==> src/rtl/core/skl_pkg.sv <==
`default_nettype none
// ----------------------------------------------------------------------------
// skl_pkg
// Shared types and codes for the sorted key list: request and status codes,
// controller states and the per-cycle control word sent down the cell chain.
// ----------------------------------------------------------------------------
package skl_pkg;

	localparam int KEY_W = 32;

	typedef enum logic [1:0] {
		REQ_INSERT = 2'd0,
		REQ_REMOVE = 2'd1,
		REQ_SEARCH = 2'd2,
		REQ_POP    = 2'd3
	} req_t;

	typedef enum logic [1:0] {
		ST_OK   = 2'd0,
		ST_MISS = 2'd1,
		ST_FULL = 2'd2
	} status_t;

	typedef enum logic [2:0] {
		S_IDLE,
		S_CMP,
		S_RED,
		S_COMMIT,
		S_RESP
	} state_t;

	typedef enum logic [1:0] {
		ACT_HOLD,
		ACT_INS,
		ACT_DEL,
		ACT_POP
	} act_t;

	typedef struct packed {
		logic cmp_en;
		act_t act;
	} cell_ctrl_t;

endpackage
`default_nettype wire

==> src/rtl/core/sorted_key_list.sv <==
`default_nettype none
// ----------------------------------------------------------------------------
// sorted_key_list
// Bounded ascending multiset of signed 32-bit keys held in a chain of cells.
//
//  channel   signals                                        direction
//  request   start, busy, req_type, key                     in (busy out)
//  result    done, found, status, smallest_key,             out
//            is_empty, key_count
//
// An accepted request passes through S_CMP, S_RED, S_COMMIT and S_RESP in that
// order; in S_RED the list waits for the registered OR tree that finds a match.
// The next request can be accepted only after the return to S_IDLE, so a new
// request is not taken before the last one has shown its result.
// busy is high from the accepting edge until done has been shown.
// done is high for one cycle; the receiver cannot stall it.
// Reset empties the list; slot contents are not cleared.
// ----------------------------------------------------------------------------
module sorted_key_list #(
	parameter int CAPACITY = 16
) (
	input  wire                              clk,
	input  wire                              arst_n,
	input  wire                              start,
	output logic                             busy,
	input  wire [1:0]                        req_type,
	input  wire signed [skl_pkg::KEY_W-1:0]  key,
	output logic                             done,
	output logic                             found,
	output logic [1:0]                       status,
	output logic signed [skl_pkg::KEY_W-1:0] smallest_key,
	output logic                             is_empty,
	output logic [4:0]                       key_count
);
	import skl_pkg::*;

	localparam int CNT_W  = $clog2(CAPACITY + 1);
	localparam int LEVELS = $clog2(CAPACITY);
	localparam int RC_W   = $clog2(LEVELS + 1);

	state_t state_q, state_d;
	cell_ctrl_t ctrl;
	logic [RC_W-1:0] red_q;
	req_t req_q;
	logic signed [KEY_W-1:0] key_q;
	logic [CNT_W-1:0] count_q, count_d;
	logic found_q, found_d;
	status_t status_q, status_d;
	logic any_hit;
	logic [CNT_W+4:0] count_ext;

	logic signed [KEY_W-1:0] slot_w [CAPACITY];
	logic [CAPACITY-1:0] ge_w;
	logic [CAPACITY-1:0] hit_w;

	for (genvar i = 0; i < CAPACITY; i++) begin : g_cell
		skl_cell #(
			.IDX   (i),
			.CNT_W (CNT_W)
		) u_cell (
			.clk        (clk),
			.arst_n     (arst_n),
			.ctrl       (ctrl),
			.count      (count_q),
			.key        (key_q),
			.left_slot  (i == 0 ? key_q : slot_w[(i == 0) ? 0 : i - 1]),
			.left_ge    (i == 0 ? 1'b0 : ge_w[(i == 0) ? 0 : i - 1]),
			.right_slot (i == CAPACITY - 1 ? slot_w[i] :
				slot_w[(i == CAPACITY - 1) ? i : i + 1]),
			.slot_q     (slot_w[i]),
			.ge_q       (ge_w[i]),
			.hit_q      (hit_w[i])
		);
	end

	skl_or_tree #(
		.N (CAPACITY)
	) u_tree (
		.clk   (clk),
		.hits  (hit_w),
		.any_q (any_hit)
	);

	always_ff @(posedge clk or negedge arst_n) begin
		if (!arst_n)
			state_q <= S_IDLE;
		else
			state_q <= state_d;
	end

	always_comb begin
		state_d     = state_q;
		ctrl.cmp_en = 1'b0;
		ctrl.act    = ACT_HOLD;
		count_d     = count_q;
		found_d     = 1'b0;
		status_d    = ST_OK;
		case (state_q)
			S_IDLE: begin
				if (start)
					state_d = S_CMP;
			end
			S_CMP: begin
				ctrl.cmp_en = 1'b1;
				state_d     = S_RED;
			end
			S_RED: begin
				if (red_q == RC_W'(LEVELS - 1))
					state_d = S_COMMIT;
			end
			S_COMMIT: begin
				state_d = S_RESP;
				case (req_q)
					REQ_INSERT: begin
						if (count_q == CNT_W'(CAPACITY)) begin
							status_d = ST_FULL;
						end else begin
							ctrl.act = ACT_INS;
							count_d  = count_q + CNT_W'(1);
						end
					end
					REQ_REMOVE: begin
						if (any_hit) begin
							ctrl.act = ACT_DEL;
							found_d  = 1'b1;
							count_d  = count_q - CNT_W'(1);
						end else begin
							status_d = ST_MISS;
						end
					end
					REQ_SEARCH: found_d = any_hit;
					REQ_POP: begin
						if (count_q != '0) begin
							ctrl.act = ACT_POP;
							found_d  = 1'b1;
							count_d  = count_q - CNT_W'(1);
						end else begin
							status_d = ST_MISS;
						end
					end
					default: status_d = ST_OK;
				endcase
			end
			S_RESP: state_d = S_IDLE;
			default: state_d = S_IDLE;
		endcase
	end

	always_ff @(posedge clk or negedge arst_n) begin
		if (!arst_n) begin
			count_q  <= '0;
			red_q    <= '0;
			found_q  <= 1'b0;
			status_q <= ST_OK;
		end else begin
			count_q <= count_d;
			if (state_q == S_RED)
				red_q <= red_q + RC_W'(1);
			else
				red_q <= '0;
			if (state_q == S_COMMIT) begin
				found_q  <= found_d;
				status_q <= status_d;
			end
		end
	end

	always_ff @(posedge clk) begin
		if (state_q == S_IDLE && start) begin
			req_q <= req_t'(req_type);
			key_q <= key;
		end
	end

	assign count_ext    = {5'b0, count_q};
	assign busy         = state_q != S_IDLE;
	assign done         = state_q == S_RESP;
	assign found        = found_q;
	assign status       = status_q;
	assign is_empty     = count_q == '0;
	assign smallest_key = (count_q == '0) ? '0 : slot_w[0];
	assign key_count    = count_ext[4:0];

	a_accept_to_cmp: assert property (@(posedge clk) disable iff (!arst_n)
		(start && !busy) |=> state_q == S_CMP)
		else $error("accepted request did not enter compare");

	a_done_after_commit: assert property (@(posedge clk) disable iff (!arst_n)
		done |-> $past(state_q) == S_COMMIT)
		else $error("result shown without commit");

	a_count_bound: assert property (@(posedge clk) disable iff (!arst_n)
		count_q <= CNT_W'(CAPACITY))
		else $error("count above capacity");

	a_error_keeps_count: assert property (@(posedge clk) disable iff (!arst_n)
		(state_q == S_RESP && status_q != ST_OK) |-> count_q == $past(count_q))
		else $error("failed request changed the count");

	a_removal_drops_one: assert property (@(posedge clk) disable iff (!arst_n)
		(state_q == S_RESP && found_q && req_q != REQ_SEARCH)
			|-> count_q == $past(count_q) - CNT_W'(1))
		else $error("removal did not drop exactly one key");

endmodule
`default_nettype wire

==> src/rtl/core/skl_cell.sv <==
`default_nettype none
// ----------------------------------------------------------------------------
// skl_cell
// One slot of the sorted chain. Compares its key against the request key,
// then shifts right on insert or left on removal from its neighbors.
// ----------------------------------------------------------------------------
module skl_cell #(
	parameter int IDX   = 0,
	parameter int CNT_W = 5
) (
	input  wire                              clk,
	input  wire                              arst_n,
	input  skl_pkg::cell_ctrl_t              ctrl,
	input  wire [CNT_W-1:0]                  count,
	input  wire signed [skl_pkg::KEY_W-1:0]  key,
	input  wire signed [skl_pkg::KEY_W-1:0]  left_slot,
	input  wire                              left_ge,
	input  wire signed [skl_pkg::KEY_W-1:0]  right_slot,
	output logic signed [skl_pkg::KEY_W-1:0] slot_q,
	output logic                             ge_q,
	output logic                             hit_q
);
	import skl_pkg::*;

	logic occ;
	logic ge;
	logic signed [KEY_W-1:0] slot_d;

	// empty slots sort as +infinity
	assign occ = CNT_W'(IDX) < count;
	assign ge  = !occ || (slot_q >= key);

	always_ff @(posedge clk or negedge arst_n) begin
		if (!arst_n) begin
			ge_q  <= 1'b0;
			hit_q <= 1'b0;
		end else if (ctrl.cmp_en) begin
			ge_q  <= ge;
			hit_q <= occ && (slot_q == key);
		end
	end

	always_comb begin
		slot_d = slot_q;
		case (ctrl.act)
			ACT_INS: begin
				if (ge_q)
					slot_d = left_ge ? left_slot : key;
			end
			ACT_DEL: begin
				if (ge_q)
					slot_d = right_slot;
			end
			ACT_POP: slot_d = right_slot;
			default: slot_d = slot_q;
		endcase
	end

	always_ff @(posedge clk) begin
		slot_q <= slot_d;
	end

endmodule
`default_nettype wire

==> src/rtl/core/skl_or_tree.sv <==
`default_nettype none
// ----------------------------------------------------------------------------
// skl_or_tree
// Registered OR reduction of the per-cell match flags, with one register level
// per tree level.
// ----------------------------------------------------------------------------
module skl_or_tree #(
	parameter int N = 16
) (
	input  wire         clk,
	input  wire [N-1:0] hits,
	output logic        any_q
);
	localparam int LEVELS = $clog2(N);
	localparam int P      = 1 << LEVELS;

	logic [P-1:0] leaf_w;
	logic [P-2:0] node_q;

	for (genvar j = 0; j < P; j++) begin : g_leaf
		if (j < N) begin : g_real
			assign leaf_w[j] = hits[j];
		end else begin : g_pad
			assign leaf_w[j] = 1'b0;
		end
	end

	for (genvar n = 0; n < P - 1; n++) begin : g_node
		if (2 * n + 1 >= P - 1) begin : g_from_leaf
			always_ff @(posedge clk) begin
				node_q[n] <= leaf_w[2 * n + 1 - (P - 1)] | leaf_w[2 * n + 2 - (P - 1)];
			end
		end else begin : g_from_node
			always_ff @(posedge clk) begin
				node_q[n] <= node_q[2 * n + 1] | node_q[2 * n + 2];
			end
		end
	end

	assign any_q = node_q[0];

endmodule
`default_nettype wire
==> config.mk <==
export PLATFORM = sky130hd
export DESIGN_NAME = sorted_key_list
export DESIGN_NICKNAME = d
export VERILOG_FILES = /design/src/rtl/core/skl_pkg.sv /design/src/rtl/core/sorted_key_list.sv /design/src/rtl/core/skl_cell.sv /design/src/rtl/core/skl_or_tree.sv
export SDC_FILE = /design/constraint.sdc
export NUM_CORES = 2
export LEC_CHECK = 0
export BUFFER_PORTS_ARGS = -buffer_cell sky130_fd_sc_hd__buf_2
export CAP_MARGIN = 20
export CORE_AREA = 2 2 344 346
export CTS_BUF_LIST = sky130_fd_sc_hd__clkbuf_4 sky130_fd_sc_hd__clkbuf_8
export CTS_CLUSTER_DIAMETER = 150
export DETAILED_ROUTE_END_ITERATION = 6
export DIE_AREA = 0 0 346 348
export PLACE_DENSITY_LB_ADDON = 0.25
export SLEW_MARGIN = 10
export SYNTH_ARGS = -nofsm -noshare
export SYNTH_HDL_FRONTEND = slang
export SYNTH_SLANG_ARGS = --single-unit
==> constraint.sdc <==
create_clock -name clk -period 6.4 [get_ports clk]
set_input_delay 1.28 -clock clk [delete_from_list [all_inputs] [get_ports clk]]
set_output_delay 1.28 -clock clk [all_outputs]
set_load 0.02 [all_outputs]
=== Yosys cells after proc, flatten, opt, wreduce, memory -nomap -nowiden ===
Index checks and enable logic that the tools add are counted.

* Add/sub/neg operators: 3
* $mul: 0
* Divide/modulo/power cells: 0
* Magnitude comparators: 32
* Equality and inequality tests: 63
* Shift-type cells: 0
* Muxes and demuxes: 82
* Bitwise gates (word level): 15
* Reductions and logical operators: 74

{| class="wikitable"
|+ Operators by type and width
! kind !! count
|-
| $mux 32 || 46
|-
| $pmux 32 s3 || 15
|-
| $eq 32x32->1 || 16
|-
| $ge 32x32->1 || 16
|-
| $ne 2x1->1 const B || 31
|-
| $reduce_and 3->1 || 15
|-
| $lt 4x5->1 const A || 8
|-
| $lt 3x5->1 const A || 4
|-
| $logic_and 1x1->1 || 17
|-
| $logic_not 1->1 || 16
|-
| $logic_or 1x1->1 || 16
|-
| $mux 5 || 3
|-
| $or 1x1->1 || 15
|-
| $pmux 5 s3 || 1
|-
| $pmux 2 s3 || 2
|-
| $pmux 3 s4 || 1
|-
| $lt 1x5->1 const A || 2
|-
| $lt 2x5->1 const A || 2
|-
| $eq 3x2->1 const B || 3
|-
| $mux 3 || 3
|-
| $reduce_bool 3->1 || 3
|-
| $eq 2x2->1 const B || 4
|-
| $mux 2 || 4
|-
| $ne 2x2->1 const B || 4
|-
| 15 further kinds || 22
|}

* Register bits after elaboration: 607
* Bits in latches: 0
* Bits in writable memories: 0
* Bits in read-only memories: 0
* Input bits: 37
* Output and inout port bits: 43
* Word-level logic and storage cells: 339
* Memories: 0

=== Longest topological paths before layout ===
* Word-level depth: 7
* Gate-level depth with buffers: 12
* Mapped depth without buffers: 8

=== By module ===
From an unflattened synthesis, not the netlist that was laid out.

* Cells, all modules: 4,421
* Area total of the unflattened synthesis: 43,042.5 sq um

{| class="wikitable"
|+ By module, submodules not included
! module !! instances !! cells an instance !! area an instance (sq um) !! sequential area each (sq um)
|-
| skl_cell at g_cell[2].u_cell ... || 2 || 266 || 2,561.2 || 1,011.0
|-
| skl_cell at g_cell[13].u_cell ... || 2 || 265 || 2,519.9 || 1,011.0
|-
| skl_cell at g_cell[0].u_cell || 1 || 266 || 2,571.2 || 1,011.0
|-
| skl_cell at g_cell[4].u_cell || 1 || 266 || 2,562.5 || 1,011.0
|-
| skl_cell at g_cell[11].u_cell || 1 || 267 || 2,543.7 || 1,011.0
|-
| skl_cell at g_cell[3].u_cell || 1 || 266 || 2,539.9 || 1,011.0
|-
| skl_cell at g_cell[7].u_cell || 1 || 265 || 2,527.4 || 1,011.0
|-
| skl_cell at g_cell[15].u_cell || 1 || 265 || 2,526.2 || 1,011.0
|-
| skl_cell at g_cell[12].u_cell || 1 || 263 || 2,521.2 || 1,011.0
|-
| skl_cell at g_cell[9].u_cell || 1 || 265 || 2,521.2 || 1,011.0
|-
| skl_cell at g_cell[10].u_cell || 1 || 264 || 2,519.9 || 1,011.0
|-
| skl_cell at g_cell[8].u_cell || 1 || 263 || 2,519.9 || 1,011.0
|-
| skl_cell at g_cell[1].u_cell || 1 || 264 || 2,517.4 || 1,011.0
|-
| skl_cell at g_cell[14].u_cell || 1 || 262 || 2,513.7 || 1,011.0
|-
| 2 more rows || - || - || - || -
|}

=== Worst setup path before layout ===
No wires, ideal clock.

* Path kind: register to register
* Start: register count_q[0], in the netlist key_count[0]
* End: register g_cell[0].u_cell.slot_q[0] (netlist name), enable pin
* Library setup time: 0.391 ns
* Arrival: 2.825 ns
* Data required time: 6.009 ns
* Slack: 3.184 ns
* Stages on the path, launching flop included: 10
* Path buffers: 2
* Clock period less this slack: 3.216 ns
* Cell sequence: dfrtp_1 clkbuf_1 inv_1 ha_1 nand2_1 nor3_1 nor3_2 mux2i_2 buf_4 o21a_1

* Word-level cells in the longest chain between the ends: 7
* Elaborated cells between the ends (all ways): 13
* Those cells by class: 6 x eq/ne; 4 x mux; 3 x reduce/logical

{| class="wikitable"
|+ RTL lines
! what !! line !! text
|-
| from (decl) || sorted_key_list.sv:46 || <nowiki>logic [CNT_W-1:0] count_q, count_d;</nowiki>
|-
| from (signal assigned) || sorted_key_list.sv:156 || <nowiki>count_q <= count_d;</nowiki>
|-
| $eq 5x5->1 or $reduce_bool 5->1 (tied branches) || sorted_key_list.sv:115, sorted_key_list.sv:133 ||
|-
| $mux 1 or $mux 2 (tied branches) || sorted_key_list.sv:115, sorted_key_list.sv:133 ||
|-
| $pmux 2 s3 * || sorted_key_list.sv:113 || <nowiki>case (req_q)</nowiki>
|-
| $mux 2 * || sorted_key_list.sv:98 || <nowiki>case (state_q)</nowiki>
|-
| $eq 2x2->1 (tied with other cells) || skl_cell.sv:45 || <nowiki>case (ctrl.act)</nowiki>
|-
| $ne 2x1->1 (no source line) or $reduce_bool 3->1 (tied branches) || - ||
|-
| $reduce_and 3->1 (no source line) * || - ||
|-
| to (signal assigned) || skl_cell.sv:60 || <nowiki>slot_q <= slot_d;</nowiki>
|-
| to (decl) || skl_cell.sv:19 || <nowiki>output logic signed [skl_pkg::KEY_W-1:0] slot_q,</nowiki>
|}

Every way passes the cells marked *; elsewhere a longest branch is shown, timed or not.
A chain may end at the register's enable or synchronous reset.

=== Worst setup path in the final report ===
* Start: register count_q[0], in the netlist key_count[0]
* End: register g_cell[8].u_cell.slot_q[7] (netlist name), data pin

* Word-level cells in the longest chain between the ends: 6
* Elaborated cells between the ends (all ways): 10
* Those cells by class: 4 x eq/ne; 5 x mux; 1 x reduce/logical

{| class="wikitable"
|+ RTL lines
! what !! line !! text
|-
| $eq 5x5->1 or $reduce_bool 5->1 (tied branches) || sorted_key_list.sv:115, sorted_key_list.sv:133 ||
|-
| $mux 1 or $mux 2 (tied branches) || sorted_key_list.sv:115, sorted_key_list.sv:133 ||
|-
| $pmux 2 s3 * || sorted_key_list.sv:113 ||
|-
| $mux 2 * || sorted_key_list.sv:98 ||
|-
| $eq 2x2->1 (tied with other cells) || - ||
|-
| $pmux 32 s3 * || skl_cell.sv:45 ||
|-
| net g_cell[8].u_cell.slot_d[7] || skl_cell.sv:27 || <nowiki>logic signed [KEY_W-1:0] slot_d;</nowiki>
|-
| to (signal assigned) || skl_cell.sv:60 ||
|-
| to (decl) || skl_cell.sv:19 ||
|}

The timed path passes the listed nets; every way through them passes the cells marked *.

==> flow_metrics.env <==
export IMPL_p_leak_nw=18.8
export IMPL_place_area_sq_um=42600
export IMPL_start_util_pct=34.7
export IMPL_worst_pin_slew_ns=1.20
export IMPL_grt_util_met1_pct=26.2
export IMPL_crit_required_ns=6.85
export IMPL_busiest_layer="met2"
export IMPL_regToRegSetupSlack_ns=2.21
export IMPL_status="complete, no violations"
export IMPL_finalHoldViolations=0
export IMPL_crit_arrival_ns=4.64
export IMPL_finalSetupViolCount=0
export IMPL_drive_above_1_share_pct=9.67
export IMPL_dp_hpwl_mm=90.3
export IMPL_postCtsHoldBufs=0
export IMPL_end_kind="flop"
export IMPL_drtAntennaViolNets=0
export IMPL_wire_per_inst_microns=21.5
export IMPL_syn_num_nets=4517
export IMPL_gr_usage_met3_pct=2.22
export IMPL_syn_area_per_cell_sq_um=10.3
export IMPL_syn_to_final_growth_pct=10.6
export IMPL_fin_area_sq_um=44900
export IMPL_cts_sinks=607
export IMPL_hp_class="flop to flop"
export IMPL_overflow=0
export IMPL_io_pins=80
export IMPL_cap_violations=0
export IMPL_htree_levels=3
export IMPL_drv_slew=0
export IMPL_syn_area_sq_um=40600
export IMPL_drtIter0Drc=2436
export IMPL_die_h_microns=348
export IMPL_async_reset_ff_share_pct=7.58
export IMPL_crit_path_top_delay_cell="buf_4"
export IMPL_ys_flop_type="edfxtp_1"
export IMPL_ys_seq_area_share_pct=43.9
export IMPL_firstDrtPassIters=6
export IMPL_routabilityCongestion=0.855
export IMPL_synthCells=3957
export IMPL_min_period_ns=4.19
export IMPL_synth_cell_types=74
export IMPL_synth_edf_count=546
export IMPL_powerDensity_nw_per_um2=345
export IMPL_nets=4568
export IMPL_routed_wl_mm=121
export IMPL_via_per_inst=5.50
export IMPL_drc=0
export IMPL_grt_pass1_wl_mm=185
export IMPL_vias=31003
export IMPL_peakVddDrop_mv=0.172
export IMPL_post_cts_buffers=0
export IMPL_grt_max_degree=300
export IMPL_max_slew_margin_rel_pct=20.2
export IMPL_crit_fanout=299
export IMPL_max_freq_ghz=0.239
export IMPL_ctsRootBufferMaster="clkbuf_8"
export IMPL_clock_latency_ns=0.78
export IMPL_cts_max_path_buffers=3
export IMPL_port_buffers=79
export IMPL_fin_worst_skew_ns=0.0305
export IMPL_ys_seq_elements=607
export IMPL_coreArea_sq_um=117000
export IMPL_path_clk_slew_ns=0.06
export IMPL_placementRows=126
export IMPL_fin_crit_sh_pct=65.5
export IMPL_die_width_microns=346
export IMPL_crit_chain="inv_1 > ha_1 > nand2_2 > a22oi_4 > nor2_4 > buf_4 > buf_12 > o21ai_0"
export IMPL_dieArea_sq_um=120000
export IMPL_worst_setup_path_start_kind="flop"
export IMPL_grt_pass1_vias=31015
export IMPL_tritoncts="yes"
export IMPL_met2_usage_pct=33.1
export IMPL_cpPeakStageDelay_ns=0.77
export IMPL_rsz0062_at_grt="false"
export IMPL_grtUsageTotal_pct=19.6
export IMPL_post_cts_resized=0
export IMPL_setup_tns_ns=0
export IMPL_path_class="flop to flop"
export IMPL_antenna_found_initial=4
export IMPL_cts_inserted_buffers=113
export IMPL_yosysWarnings=0
==> worst paths after layout <==
check                                        from                         end  cells after the start
worst max-delay path                 key_count[0]  g_cell[8].u_cell.slot_q[7]                      8
worst min-delay path            u_tree.node_q[11]            u_tree.node_q[5]                      1
worst max register to register       key_count[0]  g_cell[8].u_cell.slot_q[7]                      8
worst min register to register  u_tree.node_q[11]            u_tree.node_q[5]                      1
max in group asynchronous                  arst_n      g_cell[12].u_cell.ge_q                      2
min in group asynchronous                  arst_n      g_cell[3].u_cell.hit_q                      2
==> placed cells by master (no fill, tap or decap), types with 15 or more instances in the layout <==
cell	count
buf_2	79
dfxtp_1	15
nor4_1	28
nand4_1	100
clkbuf_4	43
nor2_1	79
mux2i_1	449
nor3_1	23
o211ai_1	18
or2_2	17
dfrtp_1	31
ha_1	523
buf_4	73
clkinv_2	16
inv_1	83
dfrtp_2	15
edfxtp_1	546
a211oi_1	18
o21a_1	18
nand2_1	679
a21oi_1	218
nand3_1	60
clkbuf_8	126
o21ai_1	26
o21ai_0	563
clkinv_1	22
and2_1	32
==> where the power goes <==
group / total (mW) / switching (mW) / internal, mW
registers: 6.22 / 0.965 / 5.25
logic: 5.40 / 3.23 / 2.17
clock network: 3.85 / 1.80 / 2.05
total: 15.5 / 6.00 / 9.47
==> state kept, by name, summed over array words and instances, names as in the netlist <==
register and flops:
status 2, g_cell.u_cell.ge_q 16, key_count 5, u_tree.node_q 14
u_tree.any_q 1, state_q 3, req_q 2, key_q 32
g_cell.u_cell.hit_q 16, found 1, g_cell.u_cell.slot_q 512, red_q 3
==> metrics by stage <==
stage / power, mW / util (%) / std cells / setup slack (ns) / hold slack [ns]
3_3_place_gp: 11.5 / 36.4 / 5426 / 2.29 / 0.397
2_1_floorplan: 9.79 / - / 3957 / 3.18 / 0.389
4_1_cts: 15.6 / 38.4 / 5639 / 2.01 / 0.408
5_1_grt: 16.5 / 38.4 / 5641 / 1.81 / 0.413
3_5_place_dp: 11.7 / 36.4 / 5428 / 2.24 / 0.397
6_report: 15.5 / 38.4 / 5642 / 2.21 / 0.402
==> metal layers <==
layer / vias up / part of all wire (%)
li1: 14971 / -
met3: 183 / 4.9
met5: - / 0
met1: 15106 / 45
met4: 0 / 2.9
met2: 743 / 48
==> Yosys cell counts (all sizes together) (7+ instances only) <==
cell / instances / area share, %
nor3b: 13 / 0.25
a221o: 10 / 0.25
a21oi: 218 / 2.7
inv: 83 / 0.77
o31ai: 8 / 0.18
nor2: 81 / 0.77
nand4b: 9 / 0.19
nand2: 680 / 6.3
nor3: 25 / 0.35
o211ai: 18 / 0.33
dfrtp: 46 / 2.8
dfxtp: 15 / 0.74
nand4: 100 / 1.5
a22oi: 11 / 0.24
buf: 68 / 0.95
nand3: 60 / 0.74
a21o: 12 / 0.22
and4: 11 / 0.24
or2: 19 / 0.30
mux2i: 450 / 11
a31oi: 7 / 0.11
clkbuf: 153 / 1.4
nor2b: 8 / 0.12
a2111oi: 12 / 0.26
o21ai: 589 / 7.3
a221oi: 12 / 0.26
edfxtp: 546 / 40
nor4: 29 / 0.46
a211oi: 19 / 0.36
and2: 33 / 0.51
ha: 523 / 16
o21a: 18 / 0.33
==> cell families (layout without fill, tap and decap cells) <==
family          Yosys count  count (layout)  synth area share [%]
xor+xnor                  6               6                 0.129
buf+inv                 304             451                  3.13
simple gates           1103            1103                  12.5
mux                     451             451                  11.1
fa+ha+maj               523             523                  16.1
compound gates          963             963                  13.1
other cells               0               2                     0
flops                   607             607                  43.9
==> worst max-delay path, delay by kind of cell (launching register included) <==
| family | cells | cell delay [ns] |
|---|---|---|
| flip-flops | 1 | 0.60 |
| AO/OA/AOI/OAI | 2 | 0.40 |
| buffers and inverters | 3 | 1.67 |
| adder cells (fa/ha/maj) | 1 | 0.27 |
| AND/OR/NAND/NOR | 2 | 0.62 |
==> layout make-up <==
| cell class | count | area (sq um) |
|---|---|---|
| inverter | 83 | 312 |
| sequential | 607 | 17900 |
| clock inverter | 42 | 201 |
| timing repair buffer | 157 | 1030 |
| multi-input combinational | 3046 | 21500 |
| clock buffer | 169 | 2060 |
| fill | 11612 | 72100 |
| antenna | 2 | 5.00 |
| tap | 1536 | 1920 |
Note: power is estimated with default switching activity, not from simulation.
